$ cat config.mk
export PLATFORM = sky130hd
export DESIGN_NAME = tbgs_alu
export DESIGN_NICKNAME = d
export VERILOG_FILES = /design/src/sv/tbgs_pkg.sv /design/src/sv/tbgs_alu.sv
export SDC_FILE = /design/constraint.sdc
export NUM_CORES = 2
export LEC_CHECK = 0
export BUFFER_PORTS_ARGS = -buffer_cell sky130_fd_sc_hd__buf_2
export CAP_MARGIN = 20
export CORE_ASPECT_RATIO = 0.9
export CORE_MARGIN = 2
export CORE_UTILIZATION = 60
export DETAILED_ROUTE_END_ITERATION = 10
export PLACE_DENSITY = 0.91
export SLEW_MARGIN = 20
export SYNTH_ARGS = -nofsm -noshare
export SYNTH_HDL_FRONTEND = slang
export SYNTH_SLANG_ARGS = --single-unit
$ cat constraint.sdc
create_clock -name clk -period 22.4 [get_ports clk]
set_input_delay 4.48 -clock clk [delete_from_list [all_inputs] [get_ports clk]]
set_output_delay 4.48 -clock clk [all_outputs]
set_load 0.05 [all_outputs]
$ cat src/sv/tbgs_pkg.sv
package tbgs_pkg;

	// Physical constants in Q16.16.
	localparam logic [19:0] GRAV_Q16    = 20'd642908;
	localparam logic [15:0] SPEED_K_Q16 = 16'd46989;
	localparam logic [33:0] DV_CAP      = 34'h200000000;

	// Configuration register indexes and their reset values.
	localparam logic [1:0] CFG_TIME_STEP     = 2'd0;
	localparam logic [1:0] CFG_CENTRAL_MASS  = 2'd1;
	localparam logic [1:0] CFG_ORBITING_MASS = 2'd2;

	localparam logic [15:0] TIME_STEP_RST = 16'd655;
	localparam logic [31:0] MASS_RST      = 32'd65536;

	// Input command codes.
	localparam logic CMD_LOAD = 1'b0;
	localparam logic CMD_STEP = 1'b1;

	typedef enum logic [1:0] {
		ALU_MUL  = 2'd0,
		ALU_DIV  = 2'd1,
		ALU_SQRT = 2'd2
	} alu_op_t;

	typedef struct packed {
		logic       start;
		alu_op_t    op;
		logic       accum;
		logic [7:0] steps;
	} alu_ctl_t;

	typedef struct packed {
		logic busy;
		logic done;
		logic ovf;
	} alu_sts_t;

	typedef struct packed {
		logic               command;
		logic signed [31:0] central_x;
		logic signed [31:0] central_y;
		logic signed [31:0] central_z;
		logic signed [31:0] orbiting_x;
		logic signed [31:0] orbiting_y;
		logic signed [31:0] orbiting_z;
	} item_t;

	typedef struct packed {
		logic signed [31:0] central_pos_x;
		logic signed [31:0] central_pos_y;
		logic signed [31:0] central_pos_z;
		logic signed [31:0] orbiting_pos_x;
		logic signed [31:0] orbiting_pos_y;
		logic signed [31:0] orbiting_pos_z;
		logic        [31:0] separation;
		logic               degenerate;
	} result_t;

endpackage

$ cat src/sv/tbgs_alu.sv
module tbgs_alu (
	input  logic               clk,
	input  logic               arst_n,
	input  tbgs_pkg::alu_ctl_t ctl,
	input  logic [127:0]       opa,
	input  logic [191:0]       opb,
	output tbgs_pkg::alu_sts_t sts,
	output logic [127:0]       res
);
	import tbgs_pkg::*;

	alu_op_t      op_q;
	logic         busy_q;
	logic         done_q;
	logic [7:0]   cnt_q;
	logic [127:0] acc_q;
	logic [191:0] sh_q;
	logic [63:0]  mp_q;
	logic         first_q;
	logic         ovf_q;

	logic [63:0]  root_trial;
	logic [191:0] sub_op;
	logic [192:0] diff;
	logic         ge;

	// One shared subtractor serves both the divider and the square root.
	always_comb begin
		root_trial = sh_q[63:0] + mp_q;
		sub_op     = (op_q == ALU_SQRT) ? {128'b0, root_trial} : sh_q;
		diff       = {65'b0, acc_q} - {1'b0, sub_op};
		ge         = ~diff[192];
	end

	// Iteration count and completion pulse.
	always_ff @(posedge clk or negedge arst_n) begin
		if (!arst_n) begin
			op_q   <= ALU_MUL;
			busy_q <= 1'b0;
			done_q <= 1'b0;
			cnt_q  <= '0;
		end else begin
			done_q <= 1'b0;
			if (ctl.start) begin
				busy_q <= 1'b1;
				cnt_q  <= ctl.steps;
				op_q   <= ctl.op;
			end else if (busy_q) begin
				cnt_q <= cnt_q - 8'd1;
				if (cnt_q == 8'd1) begin
					busy_q <= 1'b0;
					done_q <= 1'b1;
				end
			end
		end
	end

	// Datapath: one multiplier bit, one quotient bit or one root bit per cycle.
	always_ff @(posedge clk) begin
		if (ctl.start) begin
			case (ctl.op)
				ALU_DIV: begin
					acc_q   <= opa;
					sh_q    <= opb;
					mp_q    <= '0;
					first_q <= 1'b1;
					ovf_q   <= 1'b0;
				end
				ALU_SQRT: begin
					acc_q <= opa;
					sh_q  <= '0;
					mp_q  <= 64'h4000_0000_0000_0000;
				end
				default: begin
					acc_q <= ctl.accum ? acc_q : '0;
					sh_q  <= {64'b0, opa};
					mp_q  <= opb[63:0];
				end
			endcase
		end else if (busy_q) begin
			case (op_q)
				ALU_DIV: begin
					if (ge) begin
						acc_q <= diff[127:0];
					end
					if (first_q && ge) begin
						ovf_q <= 1'b1;
					end
					first_q <= 1'b0;
					mp_q    <= {mp_q[62:0], ge};
					sh_q    <= sh_q >> 1;
				end
				ALU_SQRT: begin
					if (ge) begin
						acc_q <= diff[127:0];
						sh_q  <= {128'b0, (sh_q[63:0] >> 1) + mp_q};
					end else begin
						sh_q <= {128'b0, sh_q[63:0] >> 1};
					end
					mp_q <= mp_q >> 2;
				end
				default: begin
					if (mp_q[0]) begin
						acc_q <= acc_q + sh_q[127:0];
					end
					sh_q <= sh_q << 1;
					mp_q <= mp_q >> 1;
				end
			endcase
		end
	end

	always_comb begin
		case (op_q)
			ALU_DIV:  res = {64'b0, mp_q};
			ALU_SQRT: res = {64'b0, sh_q[63:0]};
			default:  res = acc_q;
		endcase
		sts.busy = busy_q;
		sts.done = done_q;
		sts.ovf  = ovf_q;
	end

	property p_no_start_busy;
		@(posedge clk) disable iff (!arst_n) ctl.start |-> !busy_q;
	endproperty
	a_no_start_busy: assert property (p_no_start_busy)
		else $error("shared unit started while busy");

	property p_done_ends_busy;
		@(posedge clk) disable iff (!arst_n) done_q |-> !busy_q && $past(busy_q);
	endproperty
	a_done_ends_busy: assert property (p_done_ends_busy)
		else $error("completion without a running operation");

	property p_cnt_zero_idle;
		@(posedge clk) disable iff (!arst_n) busy_q |-> cnt_q != 8'd0;
	endproperty
	a_cnt_zero_idle: assert property (p_cnt_zero_idle)
		else $error("iteration count ran out while busy");

endmodule

## Word-level counts from Yosys, hierarchy flattened

Cells that the tools add are included.

| word-level totals | value |
|---|---|
| word-level logic and storage cells | 68 |
| register bits after elaboration | 398 |
| output and inout port bits | 131 |
| input bits | 334 |

| operators by class | value |
|---|---|
| $add $sub $neg | 5 |
| reduce and logical (&&, ||, !) cells | 10 |
| bitwise operators | 1 |
| multiplexer cells | 35 |
| eq/ne operators | 8 |

Operator list:

| kind | number |
|---|---|
| 128-bit 2-to-1 mux | 7 |
| 192-bit case mux with 2 select lines | 2 |
| 192-bit 2-to-1 mux | 3 |
| 128-bit case mux with 2 select lines | 1 |
| 64-bit case mux with 2 select lines | 2 |
| 128-bit by 192-bit subtractor with 193-bit output | 1 |
| 64-bit 2-to-1 mux | 3 |
| 128-bit adder | 1 |
| 63-bit by 64-bit adder with 64-bit output | 1 |
| 64-bit adder | 1 |
| 8-bit 2-to-1 mux | 2 |
| 1-bit 2-to-1 mux | 15 |
| 8-bit by 1-bit == test with 1-bit output (second input constant) | 1 |
| 4-bit AND reduction | 2 |
| 8-bit by 1-bit subtractor with 8-bit output (second input constant) | 1 |
| 3-bit inequality test (second input constant) | 2 |
| 2-bit nonzero test | 3 |
| 2-bit by 1-bit == test with 1-bit output (second input constant) | 2 |
| 2-bit == test (second input constant) | 2 |
| 2-bit OR reduction | 2 |
| 3-bit AND reduction | 1 |
| 3-bit nonzero test | 1 |
| 2-bit by 1-bit inequality test with 1-bit output (second input constant) | 1 |
| 1-bit logical AND | 1 |
| 1-bit NOT | 1 |

## Depth between registers and ports, before layout

| depth | value |
|---|---|
| word-level depth | 9 |
| gate-level depth with buffers | 30 |
| mapped depth without buffers | 28 |

## Worst setup path before layout

Ideal clock, no wire load.

| timing | value |
|---|---|
| path type | flip-flop to flip-flop |
| from | reg sh_q[2] |
| to | reg acc_q[0] (enable) |
| stages on the path, launching flop included | 27 |
| buffers on the path | 0 |
| library setup time | 0.819 ns |
| period minus slack after synthesis | 16.018 ns |
| arrival | 15.199 ns |
| required time | 21.581 ns |
| path slack | 6.382 ns |
| path through | edfxtp_1 > ha_1 > nor2b_1 > o211a_1 > o211a_1 > a221o_1 > a21oi_1 > o21ai_1 > a211oi_1 > nor2_1 > or4_1 > a31oi_1 > xnor2_1 > mux2i_1 > ha_1 > nand2_1 > nor3_2 > nand2_1 > o32ai_1 > o21a_1 > o2111a_1 > o31ai_2 > nor3b_2 > o32ai_4 > a21oi_2 > mux2i_1 > a221oi_1 |

| between the ends | value |
|---|---|
| word-level cells in the longest chain between the ends | 5 |

Ends and longest elaborated chain:

| element | line | source |
|---|---|---|
| from (decl) | tbgs_alu.sv:17 | `logic [191:0] sh_q;` |
| from (signal assigned) | tbgs_alu.sv:64 | `sh_q <= opb;` |
| from (signal assigned) | tbgs_alu.sv:76 | `sh_q <= {64'b0, opa};` |
| from (signal assigned) | tbgs_alu.sv:91 | `sh_q <= sh_q >> 1;` |
| 64-bit adder | tbgs_alu.sv:29 | `root_trial = sh_q[63:0] + mp_q;` |
| 192-bit 2-to-1 mux (*) | tbgs_alu.sv:30 | `sub_op = (op_q == ALU_SQRT) ? {128'b0, root_trial} : sh_q;` |
| 128-bit by 192-bit subtractor with 193-bit output (*) | tbgs_alu.sv:31 | `diff = {65'b0, acc_q} - {1'b0, sub_op};` |
| 3-bit inequality test (no source line) (*) | -- |  |
| 4-bit AND reduction (no source line) (*) | -- |  |
| to (signal assigned) | tbgs_alu.sv:63 | `acc_q <= opa;` |
| to (signal assigned) | tbgs_alu.sv:70 | `acc_q <= opa;` |
| to (signal assigned) | tbgs_alu.sv:75 | `acc_q <= ctl.accum ? acc_q : '0;` |
| to (decl) | tbgs_alu.sv:16 | `logic [127:0] acc_q;` |

Mark *: on every way between the ends. The rest lies on a longest branch, timed or not.
A chain may end at the register's enable or synchronous reset.

## Worst setup path after layout

| timing | value |
|---|---|
| from | reg op_q[0] |
| to | out res[20] |

| between the ends | value |
|---|---|
| word-level cells in the longest chain between the ends | 2 |
| elaborated cells on any way between the ends | 3 |
| classes of those cells | 2 x eq/ne; 1 x mux |

Ends and longest elaborated chain:

| element | line | source |
|---|---|---|
| from (decl) | tbgs_alu.sv:12 | `alu_op_t op_q;` |
| from (signal assigned) | tbgs_alu.sv:47 | `op_q <= ctl.op;` |
| 2-bit == test or 2-bit by 1-bit == test with 1-bit output (tied branches) | tbgs_alu.sv:114 | `case (op_q)` |
| 128-bit case mux with 2 select lines (*) | tbgs_alu.sv:114 |  |
| to (decl) | tbgs_alu.sv:8 | `output logic [127:0] res` |

Marked as above.

==> impl_metrics.xml <==
<?xml version="1.0" encoding="UTF-8"?>
<metrics>
  <group name="run_status">
    <metric name="status" unit="">finished with violations</metric>
    <metric name="failed_checks" unit="">DRC</metric>
  </group>
  <group name="power_and_ir_drop">
    <metric name="worst_ir_drop_vdd" unit="mV">0.0880</metric>
    <metric name="powerDensity" unit="nW/um^2">134</metric>
    <metric name="cellLeakagePower" unit="nW">21.6</metric>
    <metric name="power.total" unit="mW">6.74</metric>
  </group>
  <group name="cts">
    <metric name="postCtsSetupRepairBufs" unit="">0</metric>
    <metric name="clkLatencyLatePin" unit="ns">0.65</metric>
    <metric name="clk_root_buffer_cell" unit="">clkbuf_16</metric>
    <metric name="cts-buffers-inserted" unit="">49</metric>
    <metric name="numClockSinks" unit="">398</metric>
    <metric name="post_cts_resized" unit="">0</metric>
    <metric name="h_tree_level_count" unit="">2</metric>
    <metric name="cts-root-to-sink-buffers" unit="">3</metric>
    <metric name="cts-hold-fix-buffers" unit="">0</metric>
    <metric name="clock_slew_at_reported_path_ffs" unit="ns">0.06</metric>
    <metric name="cts_tree" unit="">done</metric>
  </group>
  <group name="global_route">
    <metric name="antenna_found_initial" unit="">17</metric>
    <metric name="grt_util_all_layers" unit="%">46.7</metric>
    <metric name="top_usage_layer" unit="">met2</metric>
    <metric name="grt_overflow" unit="">0</metric>
    <metric name="grt_max_degree" unit="">189</metric>
    <metric name="first_global_vias" unit="">48200</metric>
    <metric name="grt_use_met3" unit="%">12.9</metric>
    <metric name="grt_util_met2" unit="%">70.0</metric>
    <metric name="grt_pass1_wl" unit="um">292000</metric>
    <metric name="grt_use_met1" unit="%">62.1</metric>
  </group>
  <group name="floorplan">
    <metric name="die_area" unit="sq um">79500</metric>
    <metric name="fp.coreArea" unit="sq um">76400</metric>
    <metric name="die_width" unit="um">297</metric>
    <metric name="placement_rows" unit="">96</metric>
    <metric name="io_pins" unit="">465</metric>
    <metric name="initial_utilization" unit="%">60.6</metric>
    <metric name="chipHeight" unit="um">268</metric>
  </group>
  <group name="worst_hold_path">
    <metric name="worst_hold_path.num_cells" unit="">2</metric>
    <metric name="hold_path.class" unit="">flop to flop</metric>
    <metric name="timing.hold.worst_endpoint" unit="">sh_q[172]</metric>
    <metric name="hp-start" unit="">sh_q[171]</metric>
  </group>
  <group name="critical_path">
    <metric name="worstRegToRegCells" unit="">28</metric>
    <metric name="worstSetupPathDepth" unit="">7</metric>
    <metric name="worstReg2RegEnd" unit="">acc_q[68]</metric>
    <metric name="timing.critical_path.slowest_stage_cell" unit="">buf_4</metric>
    <metric name="crit_family" unit="">buffers and inverters</metric>
    <metric name="critical-path-max-stage-delay" unit="ns">0.85</metric>
    <metric name="worst_r2r_startpoint" unit="">sh_q[42]</metric>
    <metric name="path_common_cell" unit="">buf_4</metric>
    <metric name="count_of_buffer_and_inverter_cells_on_the_critical_path" unit="">5</metric>
    <metric name="timing.reg2reg.setup_slack" unit="ns">13.23</metric>
    <metric name="cp-startpoint" unit="">op_q[0]</metric>
    <metric name="worst_setup_path_start_kind" unit="">flop</metric>
    <metric name="path_cells" unit="">inv_1 -&gt; ha_4 -&gt; buf_4 -&gt; buf_4 -&gt; buf_12 -&gt; o21ai_0 -&gt; buf_2</metric>
    <metric name="timing_worst_setup_path_type" unit="">flop to primary output</metric>
    <metric name="crit_arrival" unit="ns">4.85</metric>
    <metric name="crit_required" unit="ns">17.92</metric>
    <metric name="end_kind" unit="">primary output</metric>
    <metric name="timing.critical_path.fanout_max" unit="">188</metric>
  </group>
  <group name="logic_synthesis">
    <metric name="synth-edff-count" unit="">386</metric>
    <metric name="post_synthesis_area_per_instance" unit="sq um">7.72</metric>
    <metric name="fraction_of_registers_with_async_set_or_reset_after_synthesis" unit="%">3.02</metric>
    <metric name="yosysUniqueCellTypes" unit="">99</metric>
    <metric name="yosys_warnings" unit="">0</metric>
    <metric name="synth-seq-cells" unit="">398</metric>
    <metric name="synth_largest_type_area_fraction" unit="%">25.0</metric>
    <metric name="synth-seq-area-share" unit="%">25.7</metric>
    <metric name="synth_area_leader_cell" unit="">edfxtp_1</metric>
    <metric name="synthCells" unit="">6004</metric>
    <metric name="post_synth_instance_area" unit="sq um">46300</metric>
    <metric name="yosys_most_used_dff" unit="">edfxtp_1</metric>
    <metric name="post_synth_main_area_contributors" unit="">edfxtp_1 25%, ha_1 10%, nand2_1 7.5%</metric>
    <metric name="synthesis.nets" unit="">6729</metric>
  </group>
  <group name="detailed_routing">
    <metric name="remaining_drc_errors" unit="">12</metric>
    <metric name="drtAntennaViolNets" unit="">0</metric>
    <metric name="dr_total_vias" unit="">52600</metric>
    <metric name="post_drt_wl_per_cell" unit="um">26.9</metric>
    <metric name="initialDrtViolationCount" unit="">9458</metric>
    <metric name="routed_wirelength" unit="um">195000</metric>
    <metric name="drt_pre_antenna_iters" unit="">11</metric>
    <metric name="drt-vias-per-instance" unit="">7.25</metric>
  </group>
  <group name="finish">
    <metric name="share_of_the_core_filled_with_cells_in_the_final_layout" unit="%">66.1</metric>
    <metric name="final_net_count" unit="">6903</metric>
    <metric name="final_layout_size_suffix_gt1_share" unit="%">10.3</metric>
    <metric name="area_growth" unit="%">8.98</metric>
  </group>
  <group name="sta">
    <metric name="timing.final.setup_violations" unit="">0</metric>
    <metric name="total_negative_setup_slack" unit="ns">0</metric>
    <metric name="final_setup_skew" unit="ns">0.0352</metric>
    <metric name="timing.final.crit_share" unit="%">41.6</metric>
    <metric name="max_slew_margin" unit="%">16.3</metric>
    <metric name="min_period" unit="ns">9.33</metric>
    <metric name="clock.fmax" unit="MHz">107</metric>
    <metric name="timing_hold_violations_final" unit="">0</metric>
    <metric name="rsz0062_at_grt" unit="">no</metric>
    <metric name="max_slew_violation_total_from_the_final_report" unit="">0</metric>
    <metric name="worst-slew-pin-transition" unit="ns">1.24</metric>
  </group>
  <group name="placement">
    <metric name="globalplace.congestion" unit="">1.12</metric>
    <metric name="dpl.hpwl" unit="um">150000</metric>
    <metric name="buffer_ports.inserted" unit="">464</metric>
  </group>
  <group name="job">
    <metric name="max_cap_viol_count" unit="">0</metric>
  </group>
</metrics>
[metrics by stage]
step / worst slack [ns] / std cells / area, sq um / hold WS, ns
floorplan: 6.38 / 6004 / 46300 / 0.523
CTS: 13.25 / 7247 / 50500 / 0.582
global placement: 13.89 / 7156 / 48900 / 0.555
detailed placement: 13.81 / 7156 / 48900 / 0.568
global route: 12.87 / 7256 / 50500 / 0.611
finish: 13.07 / 7258 / 50500 / 0.582
[power by group]
group	switching (mW)	internal (mW)	total (mW)
logic	3.05	1.53	4.57
registers	0.307	1.05	1.36
clock network	0.374	0.437	0.811
[cell usage in the layout, fill, tap and decap left out, drive strengths merged, types with 50 or more instances in the layout]
cell and instances:
a21oi 618, o21bai 97, nor4 50, buf 507
clkbuf 62, nand4 149, a22oi 238, and2 89
nand2 931, a31oi 55, xor2 146, inv 191
o21ai 559, nand3 67, a21o 212, nor2 404
xnor2 218, a222oi 130, ha 387, mux2i 69
nor3 90, o221ai 70, edfxtp 386
[registers in the layout, summed over array words and instances, names as in the netlist]
signal	flops
mp_q	64
first_q	1
ovf_q	1
acc_q	128
busy_q	1
done_q	1
sh_q	192
op_q	2
cnt_q	8
[Yosys cell counts (15+ instances only)]
| cell type | instances |
|---|---|
| a211oi_1 | 27 |
| buf_1 | 21 |
| o211ai_1 | 30 |
| a221oi_1 | 34 |
| xor2_1 | 146 |
| o221ai_1 | 70 |
| a22oi_1 | 238 |
| a21oi_1 | 615 |
| o21a_1 | 39 |
| nor4_1 | 49 |
| mux2i_1 | 69 |
| ha_1 | 387 |
| xnor2_1 | 218 |
| clkbuf_1 | 344 |
| a21boi_0 | 23 |
| o21bai_1 | 97 |
| nor2_1 | 403 |
| nand3_1 | 67 |
| nand2b_1 | 39 |
| nor2b_1 | 33 |
| and2_1 | 87 |
| and3_1 | 28 |
| a221o_1 | 18 |
| nor3_1 | 89 |
| nand4_1 | 149 |
| edfxtp_1 | 386 |
| a31oi_1 | 55 |
| o21ai_1 | 31 |
| a222oi_1 | 130 |
| nand2_1 | 930 |
| inv_1 | 185 |
| or2_2 | 15 |
| a21o_1 | 212 |
| o21ai_0 | 528 |
[logic make-up (layout without fill, tap and decap cells)]
family | count (synthesis) | in the layout | synth area share [%]
AO/OA/AOI/OAI | 2267 | 2267 | 31.8
XOR/XNOR | 364 | 364 | 6.88
adder cells (fa/ha/maj) | 391 | 391 | 10.6
buffers and inverters | 571 | 785 | 4.71
flip-flops | 398 | 398 | 25.7
multiplexers | 70 | 70 | 1.51
other | 0 | 11 | 0
AND/OR/NAND/NOR | 1943 | 1943 | 18.8
[metal layers]
layer	vias up	wire (um)
li1	23000	-
met1	24400	71800
met2	4421	81800
met3	813	30000
met4	14	11500
met5	-	87
[cell type report]
cell class                      count  area, sq um
Timing Repair Buffer              507         2670
Sequential cell                   398        11900
Antenna cell                       11         27.5
Inverter                          187          709
Fill cell                        6568        25900
Multi-Input combinational cell   5035        32300
Tap cell                         1029         1290
Clock buffer                       62         1290
Clock inverter                     29          262
[worst min-delay path: cells and delay by family (launching register included)]
family,cells,cell delay (ns)
flops,1,0.37
simple gates,2,0.11
[how the worst max path moves through the flow]
stage | end
after floorplan | acc_q[0]
after global placement | acc_q[72]
after detailed placement | acc_q[73]
after CTS | res[44]
after global routing | acc_q[70]
final | res[20]
No activity file was read; power rests on OpenSTA's default activity.
